$ cat src/hds_pkg.sv
// hds_pkg: shared types and constants for the heat diffusion stencil sweep.
// Used by the controller, the datapath and the top level. No dependencies.
`default_nettype none

package hds_pkg;

   localparam int CSR_INDEX_BITS = 3;
   localparam int CSR_DATA_BITS  = 48;

   localparam logic [CSR_INDEX_BITS-1:0] CSR_GAMMA     = 3'd0;
   localparam logic [CSR_INDEX_BITS-1:0] CSR_WIDTH     = 3'd1;
   localparam logic [CSR_INDEX_BITS-1:0] CSR_HEIGHT    = 3'd2;
   localparam logic [CSR_INDEX_BITS-1:0] CSR_THRESHOLD = 3'd3;
   localparam logic [CSR_INDEX_BITS-1:0] CSR_MAX_SWEEP = 3'd4;

   localparam int LAP_W   = 36;
   localparam int PROD_W  = 53;
   localparam int DELTA_W = 37;
   localparam int SUM_W   = 48;

   localparam logic KIND_CELL    = 1'b0;
   localparam logic KIND_SUMMARY = 1'b1;

   typedef enum logic [2:0] {
      ST_IDLE,
      ST_LOAD,
      ST_MUL,
      ST_SQR,
      ST_COMMIT
   } state_type;

   typedef struct packed {
      logic accept;
      logic load;
      logic mul;
      logic sqr;
      logic commit;
   } cmd_type;

   typedef struct packed {
      logic can_commit;
   } status_type;

endpackage

`default_nettype wire

$ cat src/hds_ctrl.sv
// hds_ctrl: sequencing state machine for one request at a time.
// Depends on hds_pkg for the state, command and status types.
`default_nettype none

module hds_ctrl (
   input  wire                 clock,
   input  wire                 reset,
   input  wire                 req_valid,
   output logic                req_stall,
   input  hds_pkg::status_type status,
   output hds_pkg::cmd_type    cmd
);

   hds_pkg::state_type state_ff, state_in;

   always_ff @(posedge clock) begin
      if (reset) begin
         state_ff <= hds_pkg::ST_IDLE;
      end else begin
         state_ff <= state_in;
      end
   end

   always_comb begin
      state_in = state_ff;
      unique case (state_ff)
         hds_pkg::ST_IDLE: begin
            if (req_valid) state_in = hds_pkg::ST_LOAD;
         end
         hds_pkg::ST_LOAD:   state_in = hds_pkg::ST_MUL;
         hds_pkg::ST_MUL:    state_in = hds_pkg::ST_SQR;
         hds_pkg::ST_SQR:    state_in = hds_pkg::ST_COMMIT;
         hds_pkg::ST_COMMIT: begin
            if (status.can_commit) state_in = hds_pkg::ST_IDLE;
         end
         default: state_in = hds_pkg::ST_IDLE;
      endcase
   end

   always_comb begin
      cmd       = '0;
      req_stall = 1'b1;
      unique case (state_ff)
         hds_pkg::ST_IDLE: begin
            req_stall  = 1'b0;
            cmd.accept = req_valid;
         end
         hds_pkg::ST_LOAD:   cmd.load = 1'b1;
         hds_pkg::ST_MUL:    cmd.mul  = 1'b1;
         hds_pkg::ST_SQR:    cmd.sqr  = 1'b1;
         hds_pkg::ST_COMMIT: cmd.commit = status.can_commit;
         default: ;
      endcase
   end

endmodule

`default_nettype wire

$ cat config.mk
export PLATFORM = sky130hd
export DESIGN_NAME = hds_ctrl
export DESIGN_NICKNAME = d
export VERILOG_FILES = /design/src/hds_pkg.sv /design/src/hds_ctrl.sv
export SDC_FILE = /design/constraint.sdc
export NUM_CORES = 1
export LEC_CHECK = 0
export ABC_AREA = 1
export ABC_CLOCK_PERIOD_IN_PS = 930
export BUFFER_PORTS_ARGS = -buffer_cell sky130_fd_sc_hd__clkbuf_2
export CAP_MARGIN = 20
export CORE_AREA = 2 2 39 41
export CTS_CLUSTER_SIZE = 16
export DETAILED_ROUTE_END_ITERATION = 8
export DIE_AREA = 0 0 41 43
export PLACE_DENSITY = 0.32
export SYNTH_ARGS = -nofsm -noshare
export SYNTH_HDL_FRONTEND = slang
export SYNTH_SLANG_ARGS = --single-unit
$ cat constraint.sdc
create_clock -name clock -period 0.93 [get_ports clock]
set_input_delay 0.186 -clock clock [delete_from_list [all_inputs] [get_ports clock]]
set_output_delay 0.186 -clock clock [all_outputs]
set_load 0.01 [all_outputs]
==> key figures <==
Floorplanning
  • Initial Util: 0.120
  • Top Ports: 10
  • Area of the die: 1760 um2
  • Die width: between 40 and 50 um
  • Die H: between 40 and 50 um
  • Row count: 14
  • Core area: roughly 1400 um2

Pwr
  • Comb power frac: 0.363
  • Pwr dens: about 1700 nW/um2
  • LEAKAGE: roughly 0.21 nW
  • Switching Fraction: 0.303
  • Psw: 0.191 mW
  • Tot Pwr: 0.630 mW
  • Clock power share: 0.359
  • Flop pwr share: 0.278
  • Peak VDD IR: around 700 uV
  • Internal power: roughly 0.44 mW

Global routing
  • GRT overflow: 0
  • GRT Util Overall: 0.0671
  • First-pass GRT wire length: about 770 um
  • Initial antenna violation count: 0
  • Vias in the first global route: 206
  • Largest net degree at the start of global routing: 5

Clock tree
  • TritonCTS clock tree: built
  • Clk sink count: 3
  • Clk_lat worst skew: between 0.2 and 0.25 ns
  • H-Tree Depth: 1
  • Bufs on Longest Clock Path: 2
  • CTS Hold Bufs: 0
  • Cts bufs inserted: 3
  • Worst-path clk slew: 0.04 ns
  • CTS root buf: clkbuf_4

Layout
  • Syn-to-layout area delta: 117%
  • Commonest non-fill, non-tap cell in the layout: buf_4
  • Max reg flops: 3
  • Regs by FF count: state_ff: 3 flops
  • Ant. Diodes: 0
  • Most frequent cells in the layout: buf_4, clkbuf_2, inv_1
  • Most flops, register: state_ff
  • Share of cells above drive strength 1: 0.673
  • Nets: 54

Setup path
  • CP Data Required Time: approximately 0.74 ns
  • Max FO, Critical Path: 4
  • R2R Setup Slk: -0.10 ns
  • CP arrival: a little under 1 ns
  • Worst r2r dst: state_ff[0]
  • Critical Path End Type: output pin
  • Setup CP Type: reg -> out
  • Worst Reg-to-Reg Cells: 7
  • CP Launch Type: flop
  • RR Startpoint: state_ff[0]

Routing
  • Vias/cell: between 3 and 4
  • DRT Wirelength: 496 um
  • Initial detailed-routing violation count: 3
  • Avg WL per Cell: between 7 and 8 um
  • Via count: roughly 230
  • DRC viols: 0
  • Detailed-router iteration count before antenna repair: 2
  • Antenna Violating Nets Remaining: 0

STA
  • Fin crit period: roughly 1.2 ns
  • Fmax: between 800 and 900 MHz
  • Final hold vios: 0
  • Post-route setup slack: -0.230 ns
  • Slew at the pin closest to its max-slew limit: between 0.1 and 0.15 ns
  • Final setup viols: 8
  • Final Skew: 0.000846 ns
  • Final TNS setup: -1.35 ns
  • RSZ-0062 raised after global routing: yes
  • Final Cycle Share: 1.25
  • Final Max Tran Viols: 0
  • Slew HR: 0.925
  • Final hold slack: about 0.15 ns

Logic synthesis
  • Distinct cells, synth: 9
  • Syn Inst Count: 27
  • Top post-synthesis cells by area: dfxtp_1, inv_1, nand3_1, nand2_1, nor2_1
  • Avg Cell Area, Syn: roughly 6.2 um2
  • Post-synth top area cell: dfxtp_1
  • Netlist Area Pre-Place: about 170 um2
  • Mapped Nets: 31
  • FF+latch count, synth: 3
  • Top cell type's share of synthesized area: 0.361
  • Register area share after synthesis: 0.361
  • Ys Warns: 0

Min path
  • Worst Hold Path EP: state_ff[1]
  • Origin of the worst min-delay path: reset
  • Worst min-delay path class: in -> reg
  • WHS Path Cells: 2

Run
  • Max-cap viol count: 0

Status
  • Status: finished with violations
  • Failing checks: negative setup slack

Place
  • Detail Placement HPWL: around 320 um
  • GPL Wtd Cong: 0.676
  • Count of input and output buffers: 9
-- synthesized netlist by cell type --
master and instances:
a21oi_1 1, a21oi_2 1, dfxtp_1 3, inv_1 8
nand2_1 4, nand2_2 1, nand3_1 4, nor2_1 4
nor2_2 1
-- cells by family (layout without fill, tap and decap cells) --
group / Yosys count / in the layout / synth area share
flops: 3 / 3 / 0.361
buf+inv: 8 / 30 / 0.180
compound gates: 2 / 2 / 0.0827
simple gates: 14 / 14 / 0.376
-- layout make-up --
type | instances | area, um2
clock buffers | 4 | 26.3
fillers | 170 | 1020
inverters | 8 | 30.0
multi-input cells | 16 | 104
flip-flops and latches | 3 | 68.8
well taps | 16 | 20.0
repair buffers | 18 | 113
-- layer usage --
layer,track usage,up-vias,wire (um)
li1,-,124,-
met1,0.0671,100,202
met2,0.0938,8,255
met3,0.0524,0,38
met4,0.0400,0,0
met5,0,-,0
-- per-stage QoR --
step,utilization,area [um2],instances,setup slack (ns)
4_1_cts,0.247,342,64,-0.242
6_report,0.261,362,65,-0.230
3_5_place_dp,0.193,267,56,-0.0626
3_3_place_gp,0.193,267,56,-0.0629
2_1_floorplan,-,171,27,0.00933
5_1_grt,0.261,362,65,-0.296
-- what timing repair did --
action,4_1_cts,5_1_grt
pin swaps,2,0
gates cloned,0,0
setup endpoints to repair,6,8
gates resized for setup,8,4
setup buffers,4,1
-- worst max path at each step --
| stage | start | endpoint | slack (ns) | depth (start not counted) |
|---|---|---|---|---|
| after CTS | state_ff[2] | cmd[4] | -0.24 | 4 |
| after global placement | state_ff[0] | cmd[4] | -0.06 | 4 |
| final | state_ff[0] | cmd[4] | -0.23 | 4 |
| after detailed placement | state_ff[0] | cmd[4] | -0.06 | 4 |
| after floorplan | state_ff[0] | cmd[4] | 0.009 | 3 |
| after global routing | state_ff[2] | cmd[4] | -0.30 | 4 |
-- power by group through the flow --
stage	Clock, mW	Combinational (mW)	Sequential (mW)
3_5_place_dp	0	0.162	0.160
6_report	0.226	0.229	0.175
2_1_floorplan	0	0.0891	0.157
3_3_place_gp	0	0.164	0.162
5_1_grt	0.251	0.252	0.177
4_1_cts	0.238	0.216	0.168
-- critical path, stage by stage (launching register included) --
cell and delay (ns):
dfxtp_4 0.36, nor2_4 0.12, nand2_2 0.07, nor2_2 0.07, clkbuf_2 0.13
Power figures use the tool's default switching activity.
